$ cat src/hdl/rppl_pkg.sv
// Shared types and constants for the row projection peak locator.
// No dependencies; imported by every module of the block.
package rppl_pkg;

  localparam int PIX_W    = 8;   // grey level width
  localparam int SUM_W    = 18;  // row accumulator width
  localparam int MEAN_W   = 8;   // row mean width
  localparam int ROWNUM_W = 10;  // reported row number width
  localparam int CFG_W    = 11;  // configuration data width
  localparam int CFG_IDX_W = 1;  // configuration register index width
  localparam int STEP_W   = $clog2(MEAN_W);  // divider step counter width

  localparam logic [CFG_W-1:0] ROW_WIDTH_RST = CFG_W'(640);

  // Configuration register indexes
  typedef enum logic [CFG_IDX_W-1:0] {
    REG_ROW_WIDTH = 1'b0,
    REG_DIFF_MODE = 1'b1
  } cfg_reg_t;

  // Controller states
  typedef enum logic [2:0] {
    ST_IDLE,
    ST_DIV,
    ST_FIN,
    ST_ROW,
    ST_REP
  } state_t;

  // Commands from controller to datapath
  typedef struct packed {
    logic take;      // accept a pixel request
    logic div_step;  // run one quotient bit
    logic finish;    // close the row: mean, peak, row counter
    logic show_rep;  // present the peak report on the output
    logic clear;     // clear all frame state
  } ctl_cmd_t;

  // Status from datapath to controller
  typedef struct packed {
    logic row_end;   // pixel on the input completes a row
    logic div_last;  // divider is on its final step
    logic fend;      // held pixel request carried frame end
  } dp_stat_t;

endpackage

$ cat src/hdl/rppl_ctrl.sv
// Controller state machine for the row projection peak locator.
// Depends on rppl_pkg; drives datapath commands and channel handshakes.
module rppl_ctrl
  import rppl_pkg::*;
(
  input  logic     clk,
  input  logic     rst_n,
  input  logic     in_valid,
  input  logic     in_frame_end,
  output logic     in_ready,
  output logic     out_valid,
  input  logic     out_ready,
  input  dp_stat_t stat,
  output ctl_cmd_t cmd
);

  state_t state_r, state_nxt;

  // Hold state
  always_ff @(posedge clk) begin
    if (!rst_n) begin
      state_r <= ST_IDLE;
    end else begin
      state_r <= state_nxt;
    end
  end

  // Next state
  always_comb begin
    state_nxt = state_r;
    unique case (state_r)
      ST_IDLE: begin
        if (in_valid) begin
          if (stat.row_end) begin
            state_nxt = ST_DIV;
          end else if (in_frame_end) begin
            state_nxt = ST_REP;
          end
        end
      end
      ST_DIV: begin
        if (stat.div_last) begin
          state_nxt = ST_FIN;
        end
      end
      ST_FIN: state_nxt = ST_ROW;
      ST_ROW: begin
        if (out_ready) begin
          state_nxt = stat.fend ? ST_REP : ST_IDLE;
        end
      end
      ST_REP: begin
        if (out_ready) begin
          state_nxt = ST_IDLE;
        end
      end
      default: state_nxt = ST_IDLE;
    endcase
  end

  // Outputs
  always_comb begin
    in_ready      = (state_r == ST_IDLE);
    out_valid     = (state_r == ST_ROW) || (state_r == ST_REP);
    cmd.take      = (state_r == ST_IDLE) && in_valid;
    cmd.div_step  = (state_r == ST_DIV);
    cmd.finish    = (state_r == ST_FIN);
    cmd.show_rep  = (state_r == ST_REP);
    cmd.clear     = (state_r == ST_REP) && out_ready;
  end

endmodule

$ cat src/hdl/rppl_dp.sv
// Datapath: row accumulator, bit-serial mean divider, peak tracker, result fields.
// Depends on rppl_pkg; commanded by rppl_ctrl.
module rppl_dp
  import rppl_pkg::*;
#(
  parameter int MAX_WIDTH = 1024,
  parameter int MAX_ROWS  = 1024
) (
  input  logic                clk,
  input  logic                rst_n,
  input  logic [CFG_W-1:0]    row_width,
  input  logic                diff_mode,
  input  logic [PIX_W-1:0]    in_pixel,
  input  logic                in_frame_end,
  input  ctl_cmd_t            cmd,
  output dp_stat_t            stat,
  output logic [MEAN_W-1:0]   out_row_mean,
  output logic [ROWNUM_W-1:0] out_row_number,
  output logic                out_is_peak_report,
  output logic                out_last
);

  localparam int CNT_W = $clog2(MAX_WIDTH + 1);
  localparam int CW    = (CNT_W > CFG_W) ? CNT_W : CFG_W;
  localparam int RW    = (MAX_ROWS > 1) ? $clog2(MAX_ROWS) : 1;

  // Frame state
  logic [SUM_W-1:0]    row_sum_r;
  logic [PIX_W-1:0]    prev_r;
  logic [CNT_W-1:0]    col_r;
  logic [RW-1:0]       row_cnt_r;
  logic [MEAN_W-1:0]   best_mean_r;
  logic [RW-1:0]       best_row_r;
  logic                have_best_r;
  logic                fend_r;

  // Divider and row result
  logic [CW:0]         rem_r;
  logic [MEAN_W-1:0]   low_r;
  logic [MEAN_W-1:0]   quo_r;
  logic [CW-1:0]       div_r;
  logic                ovf_r;
  logic [STEP_W-1:0]   step_r;
  logic [MEAN_W-1:0]   mean_r;
  logic [RW-1:0]       row_out_r;

  logic [CW-1:0]       rw_ext;
  logic [CW-1:0]       eff_w;
  logic [CW-1:0]       divisor;
  logic [PIX_W-1:0]    abs_diff;
  logic [PIX_W-1:0]    add_val;
  logic [SUM_W-1:0]    sum_acc;
  logic [CNT_W-1:0]    col_inc;
  logic                row_end;
  logic [CW:0]         trial;
  logic                trial_ge;
  logic [MEAN_W-1:0]   mean_fin;

  // Clamp width and pick divisor by mode
  always_comb begin
    rw_ext = CW'(row_width);
    if (rw_ext < CW'(2)) begin
      eff_w = CW'(2);
    end else if (rw_ext > CW'(MAX_WIDTH)) begin
      eff_w = CW'(MAX_WIDTH);
    end else begin
      eff_w = rw_ext;
    end
    divisor = diff_mode ? (eff_w - CW'(1)) : eff_w;
  end

  // Accumulate incoming pixel
  always_comb begin
    abs_diff = (in_pixel >= prev_r) ? (in_pixel - prev_r) : (prev_r - in_pixel);
    if (diff_mode) begin
      add_val = (col_r != '0) ? abs_diff : '0;
    end else begin
      add_val = in_pixel;
    end
    sum_acc = row_sum_r + SUM_W'(add_val);
    col_inc = col_r + CNT_W'(1);
    row_end = CW'(col_inc) >= eff_w;
  end

  // One restoring step per cycle
  always_comb begin
    trial    = {rem_r[CW-1:0], low_r[MEAN_W-1]};
    trial_ge = trial >= {1'b0, div_r};
    mean_fin = ovf_r ? '1 : quo_r;
  end

  // Frame state registers
  always_ff @(posedge clk) begin
    if (!rst_n || cmd.clear) begin
      row_sum_r   <= '0;
      prev_r      <= '0;
      col_r       <= '0;
      row_cnt_r   <= '0;
      best_mean_r <= '0;
      best_row_r  <= '0;
      have_best_r <= 1'b0;
      fend_r      <= 1'b0;
    end else begin
      if (cmd.take) begin
        prev_r <= in_pixel;
        fend_r <= in_frame_end;
        if (row_end) begin
          row_sum_r <= '0;
          col_r     <= '0;
        end else begin
          row_sum_r <= sum_acc;
          col_r     <= col_inc;
        end
      end
      if (cmd.finish) begin
        if (!have_best_r || (mean_fin > best_mean_r)) begin
          best_mean_r <= mean_fin;
          best_row_r  <= row_cnt_r;
          have_best_r <= 1'b1;
        end
        if (row_cnt_r < RW'(MAX_ROWS - 1)) begin
          row_cnt_r <= row_cnt_r + RW'(1);
        end
      end
    end
  end

  // Load divider on each taken pixel, step one quotient bit a cycle; latch result
  always_ff @(posedge clk) begin
    if (cmd.take) begin
      rem_r  <= (CW + 1)'(sum_acc[SUM_W-1:MEAN_W]);
      low_r  <= sum_acc[MEAN_W-1:0];
      div_r  <= divisor;
      ovf_r  <= (CW + 1)'(sum_acc[SUM_W-1:MEAN_W]) >= {1'b0, divisor};
      step_r <= '0;
    end else if (cmd.div_step) begin
      rem_r  <= trial_ge ? (trial - {1'b0, div_r}) : trial;
      low_r  <= {low_r[MEAN_W-2:0], 1'b0};
      quo_r  <= {quo_r[MEAN_W-2:0], trial_ge};
      step_r <= step_r + STEP_W'(1);
    end
    if (cmd.finish) begin
      mean_r    <= mean_fin;
      row_out_r <= row_cnt_r;
    end
  end

  // Status and result fields
  always_comb begin
    stat.row_end       = row_end;
    stat.div_last      = (step_r == STEP_W'(MEAN_W - 1));
    stat.fend          = fend_r;
    out_row_mean       = cmd.show_rep ? best_mean_r : mean_r;
    out_row_number     = cmd.show_rep ? ROWNUM_W'(best_row_r) : ROWNUM_W'(row_out_r);
    out_is_peak_report = cmd.show_rep;
    out_last           = cmd.show_rep || !fend_r;
  end

endmodule

$ cat src/hdl/row_projection_peak_locator_unit.sv
// Top level of the row projection peak locator: configuration registers,
// controller and datapath. Depends on rppl_pkg, rppl_ctrl and rppl_dp.
//
//  channel   direction  handshake                 payload
//  in_       input      in_valid / in_ready       in_pixel, in_frame_end
//  out_      output     out_valid / out_ready     out_row_mean, out_row_number,
//                                                 out_is_peak_report, out_last
//  cfg_      input      cfg_valid / cfg_ready     cfg_index, cfg_data
//
// A pixel that does not end a row is taken without leaving the idle state. A
// row-ending pixel runs the shared bit-serial divider, then a closing state,
// then holds its result until taken before the next pixel is accepted. A
// frame end adds a peak report state. Output stalls hold the block.
// Reset is synchronous, active low, and needs no clearing pass; row_width
// resets to 640 and diff_mode to 0. Configuration writes are always taken.
module row_projection_peak_locator_unit
  import rppl_pkg::*;
#(
  parameter int MAX_WIDTH = 1024,
  parameter int MAX_ROWS  = 1024
) (
  input  logic                 clk,
  input  logic                 rst_n,
  input  logic                 in_valid,
  output logic                 in_ready,
  input  logic [PIX_W-1:0]     in_pixel,
  input  logic                 in_frame_end,
  output logic                 out_valid,
  input  logic                 out_ready,
  output logic [MEAN_W-1:0]    out_row_mean,
  output logic [ROWNUM_W-1:0]  out_row_number,
  output logic                 out_is_peak_report,
  output logic                 out_last,
  input  logic                 cfg_valid,
  output logic                 cfg_ready,
  input  logic [CFG_IDX_W-1:0] cfg_index,
  input  logic [CFG_W-1:0]     cfg_data
);

  logic [CFG_W-1:0] row_width_r;
  logic             diff_mode_r;
  ctl_cmd_t         cmd;
  dp_stat_t         stat;

  assign cfg_ready = 1'b1;

  // Write configuration registers
  always_ff @(posedge clk) begin
    if (!rst_n) begin
      row_width_r <= ROW_WIDTH_RST;
      diff_mode_r <= 1'b0;
    end else if (cfg_valid) begin
      unique case (cfg_reg_t'(cfg_index))
        REG_ROW_WIDTH: row_width_r <= cfg_data;
        REG_DIFF_MODE: diff_mode_r <= cfg_data[0];
        default: ;
      endcase
    end
  end

  rppl_ctrl u_ctrl (
    .clk          (clk),
    .rst_n        (rst_n),
    .in_valid     (in_valid),
    .in_frame_end (in_frame_end),
    .in_ready     (in_ready),
    .out_valid    (out_valid),
    .out_ready    (out_ready),
    .stat         (stat),
    .cmd          (cmd)
  );

  rppl_dp #(
    .MAX_WIDTH (MAX_WIDTH),
    .MAX_ROWS  (MAX_ROWS)
  ) u_dp (
    .clk                (clk),
    .rst_n              (rst_n),
    .row_width          (row_width_r),
    .diff_mode          (diff_mode_r),
    .in_pixel           (in_pixel),
    .in_frame_end       (in_frame_end),
    .cmd                (cmd),
    .stat               (stat),
    .out_row_mean       (out_row_mean),
    .out_row_number     (out_row_number),
    .out_is_peak_report (out_is_peak_report),
    .out_last           (out_last)
  );

endmodule
$ cat config.mk
export PLATFORM = sky130hd
export DESIGN_NAME = row_projection_peak_locator_unit
export DESIGN_NICKNAME = d
export VERILOG_FILES = /design/src/hdl/rppl_pkg.sv /design/src/hdl/rppl_ctrl.sv /design/src/hdl/rppl_dp.sv /design/src/hdl/row_projection_peak_locator_unit.sv
export SDC_FILE = /design/constraint.sdc
export NUM_CORES = 1
export LEC_CHECK = 0
export ABC_AREA = 1
export BUFFER_PORTS_ARGS = -buffer_cell sky130_fd_sc_hd__buf_2
export CELL_PAD_IN_SITES_DETAIL_PLACEMENT = 1
export CELL_PAD_IN_SITES_GLOBAL_PLACEMENT = 2
export CORE_MARGIN = 2
export CORE_UTILIZATION = 39
export CTS_CLUSTER_DIAMETER = 80
export CTS_CLUSTER_SIZE = 30
export DETAILED_ROUTE_END_ITERATION = 12
export PLACE_DENSITY = 0.87
export SKIP_CTS_REPAIR_TIMING = 1
export SLEW_MARGIN = 30
export SYNTH_ARGS = -nofsm -noshare
export SYNTH_HDL_FRONTEND = slang
export SYNTH_SLANG_ARGS = --single-unit
$ cat constraint.sdc
create_clock -name clk -period 7.25 [get_ports clk]
set_input_delay 0.725 -clock clk [delete_from_list [all_inputs] [get_ports clk]]
set_output_delay 0.725 -clock clk [all_outputs]
set_load 0.01 [all_outputs]
==> results.yml <==
pwr:
  clockPowerShare: 0.252
  p_leak_nw: 4.73
  pwr-share-comb: 0.429
  p_per_area_nw_per_um2: 345
  ir_drop_mv: 0.152
  p_total_w: 0.00359
  p_seq_frac: 0.320
  swShare: 0.414
  p_int_w: 0.00210
  p_sw_w: 0.00149
global_routing:
  grt.total_usage: 0.194
  grt_pass1_wl_mm: 40.0
  gr-total-overflow: 0
  antenna_found_initial: 0
  first_global_vias: 8144
  grt_max_degree: 68
status:
  outcome: "completed"
drt:
  dr.first_iter.drc_count: 262
  drc: 0
  wire_per_inst_um: 14.6
  vias: 8066
  drtAntennaViolNets: 0
  drt-total-wl_mm: 24.1
  first_pass_iters: 4
  via_per_inst: 4.91
clocking:
  cts_tree: "done"
  clkSinkCount: 142
  cts.path.max_buffers: 2
  ctsRootBufferMaster: "clkbuf_16"
  htree_levels: 4
  insertion_delay_ps: 430
  cts_buffers: 17
  clk_pin_slew_ps: 70
critical_path:
  cpMaxStageDelayCell: "fa_1"
  worstPathMaxFanout: 9
  worstPathArrival_ps: 4690
  worstPathRequired_ps: 7430
  cp-end-kind: "flop"
  r2r_cells: 32
  timing.rr.end: "u_dp.ovf_r"
  crit_top_cell: "nand2_1"
  r2r_start: "u_dp.prev_r[1]"
  crit_type: "in2reg"
  slowest_delay_ps: 430
  crit_start: "in_pixel[0]"
  r2r_slack_ps: 2850
  start_kind: "primary input"
logic_synthesis:
  synth.yosys.warnings: 0
  synthesis.area_um2: 9340
  synthArstFlopShare: 0
  syn_avg_cell_area_um2: 7.30
  seq_area_frac_synth: 0.365
  synth-seq-cells: 142
  synthCells: 1278
  syn-num-nets: 1378
  synth_cell_type_count: 50
  synth_edf_count: 56
  ys.flop_type: "dfxtp_1"
cells_and_area:
  layout-drive-gt1-share: 0.104
  final_common_cell: "nand2_1"
  diodes: 0
  layoutNonFillerInstCount: 1644
  final-seq-area_um2: 3400
  syn_to_final_growth_pct: 11.4
  multi_input_comb_area_um2: 5160
  mostFrequentLayoutCells: "nand2_1, nor2_1, inv_1"
  num-nets-final: 1412
  fillers: 2994
sta:
  setup_viol: 0
  skew_ps: 11.8
  setup_tns_ps: 0
  hold_violations: 0
  report.final.slew_viol_count: 0
  fmax_ghz: 0.222
  timing.final.crit_share: 0.622
  slew_headroom: 0.387
  tightestPinTransition_ps: 917
  grt_setup_unrepaired: "false"
  finalCriticalPeriod_ps: 4510
  holdWs_ps: 448
place:
  port-buffer-count: 47
  gp_congestion: 0.816
  placed_cells: 1612
  dp_hpwl_mm: 17.8
min_path:
  min_path_type: "reg2reg"
  hp-start: "u_dp.quo_r[2]"
  min_to: "u_dp.quo_r[3]"
  holdPathStages: 0
floorplan:
  die_h_um: 159
  fp.dieW_um: 159
  start_util: 0.398
  placementRows: 56
  dieArea_um2: 25200
  core_area_um2: 23500
  num_io_pins: 49
run:
  maxCapViolations: 0
power groups by stage:
stage          combinational (W)  sequential [W]  clock, W
2_1_floorplan            0.00120         0.00113         0
3_3_place_gp             0.00151         0.00116         0
3_5_place_dp             0.00154         0.00116         0
4_1_cts                  0.00156         0.00115  0.000924
5_1_grt                  0.00177         0.00117  0.000955
6_report                 0.00154         0.00115  0.000904
worst max path at each step:
stage                  to  cells past startpoint
2_1_floorplan  u_dp.ovf_r                     34
3_3_place_gp   u_dp.ovf_r                     35
3_5_place_dp   u_dp.ovf_r                     35
4_1_cts        u_dp.ovf_r                     35
5_1_grt        u_dp.ovf_r                     37
6_report       u_dp.ovf_r                     35
layer usage:
layer  routed length [µm]  GRT usage  part of all wire  vias to the layer above
li1                     -          -                 -                     4205
met1                11700      0.255              0.48                     3777
met2                11600      0.335              0.48                       70
met3                  625     0.0272             0.026                       14
met4                  219     0.0463            0.0091                        0
met5                    0          0                 0                        -
sequential cells by signal, indices dropped and copies added, names as in the netlist:
register          flops
u_dp.best_row_r      10
row_width_r          11
u_dp.low_r            8
u_dp.row_cnt_r       10
u_dp.prev_r           8
u_dp.col_r           11
u_dp.rem_r           11
u_dp.fend_r           1
u_dp.row_out_r       10
u_dp.best_mean_r      8
diff_mode_r           1
u_dp.step_r           3
u_ctrl.state_r        3
u_dp.row_sum_r       18
u_dp.div_r           11
u_dp.have_best_r      1
u_dp.mean_r           8
u_dp.quo_r            8
u_dp.ovf_r            1
cells by family (layout without fill, tap and decap cells):
group / count (synthesis) / count (layout) / synth area share
compound gates: 185 / 185 / 0.119
fa+ha+maj: 74 / 74 / 0.102
buf+inv: 189 / 236 / 0.0840
other cells: 1 / 1 / 0.000402
flops: 142 / 142 / 0.365
simple gates: 657 / 657 / 0.301
xor+xnor: 30 / 30 / 0.0290
critical path, delay by kind of cell:
| kind | cells | cell delay [ps] |
|---|---|---|
| buf+inv | 6 | 470 |
| simple gates | 22 | 1920 |
| compound gates | 3 | 290 |
| fa+ha+maj | 4 | 1280 |
cell usage after synthesis (9+ instances only):
cell / n / share of area
a211oi_2: 9 / 0.012
a21oi_1: 73 / 0.039
buf_2: 15 / 0.0080
dfxtp_1: 86 / 0.18
edfxtp_1: 56 / 0.18
ha_1: 70 / 0.094
inv_1: 147 / 0.059
nand2_1: 359 / 0.14
nand2_2: 9 / 0.0060
nand3_1: 70 / 0.038
nand4_1: 15 / 0.010
nor2_1: 155 / 0.062
o21ai_0: 50 / 0.027
o21ai_1: 11 / 0.0059
o21bai_1: 22 / 0.018
or2_2: 11 / 0.0074
xnor2_1: 9 / 0.0084
xor2_1: 20 / 0.019
area by class of cell:
type                       instances  share of cell area
clock buffer                      18              0.0422
clock inverter                    14              0.0152
inverter                         154              0.0556
multi-input combinational        947               0.496
sequential                       142               0.327
tap                              319              0.0384
timing repair buffer              50              0.0248
stage by stage:
step,instance area (µm²),utilization,setup WS (ps)
2_1_floorplan,9340,-,3060
3_3_place_gp,9800,0.417,2500
4_1_cts,10400,0.443,2730
6_report,10400,0.443,2740
5_1_grt,10400,0.443,2260
3_5_place_dp,9800,0.417,2370
Note: power is estimated with default switching activity, not from simulation.
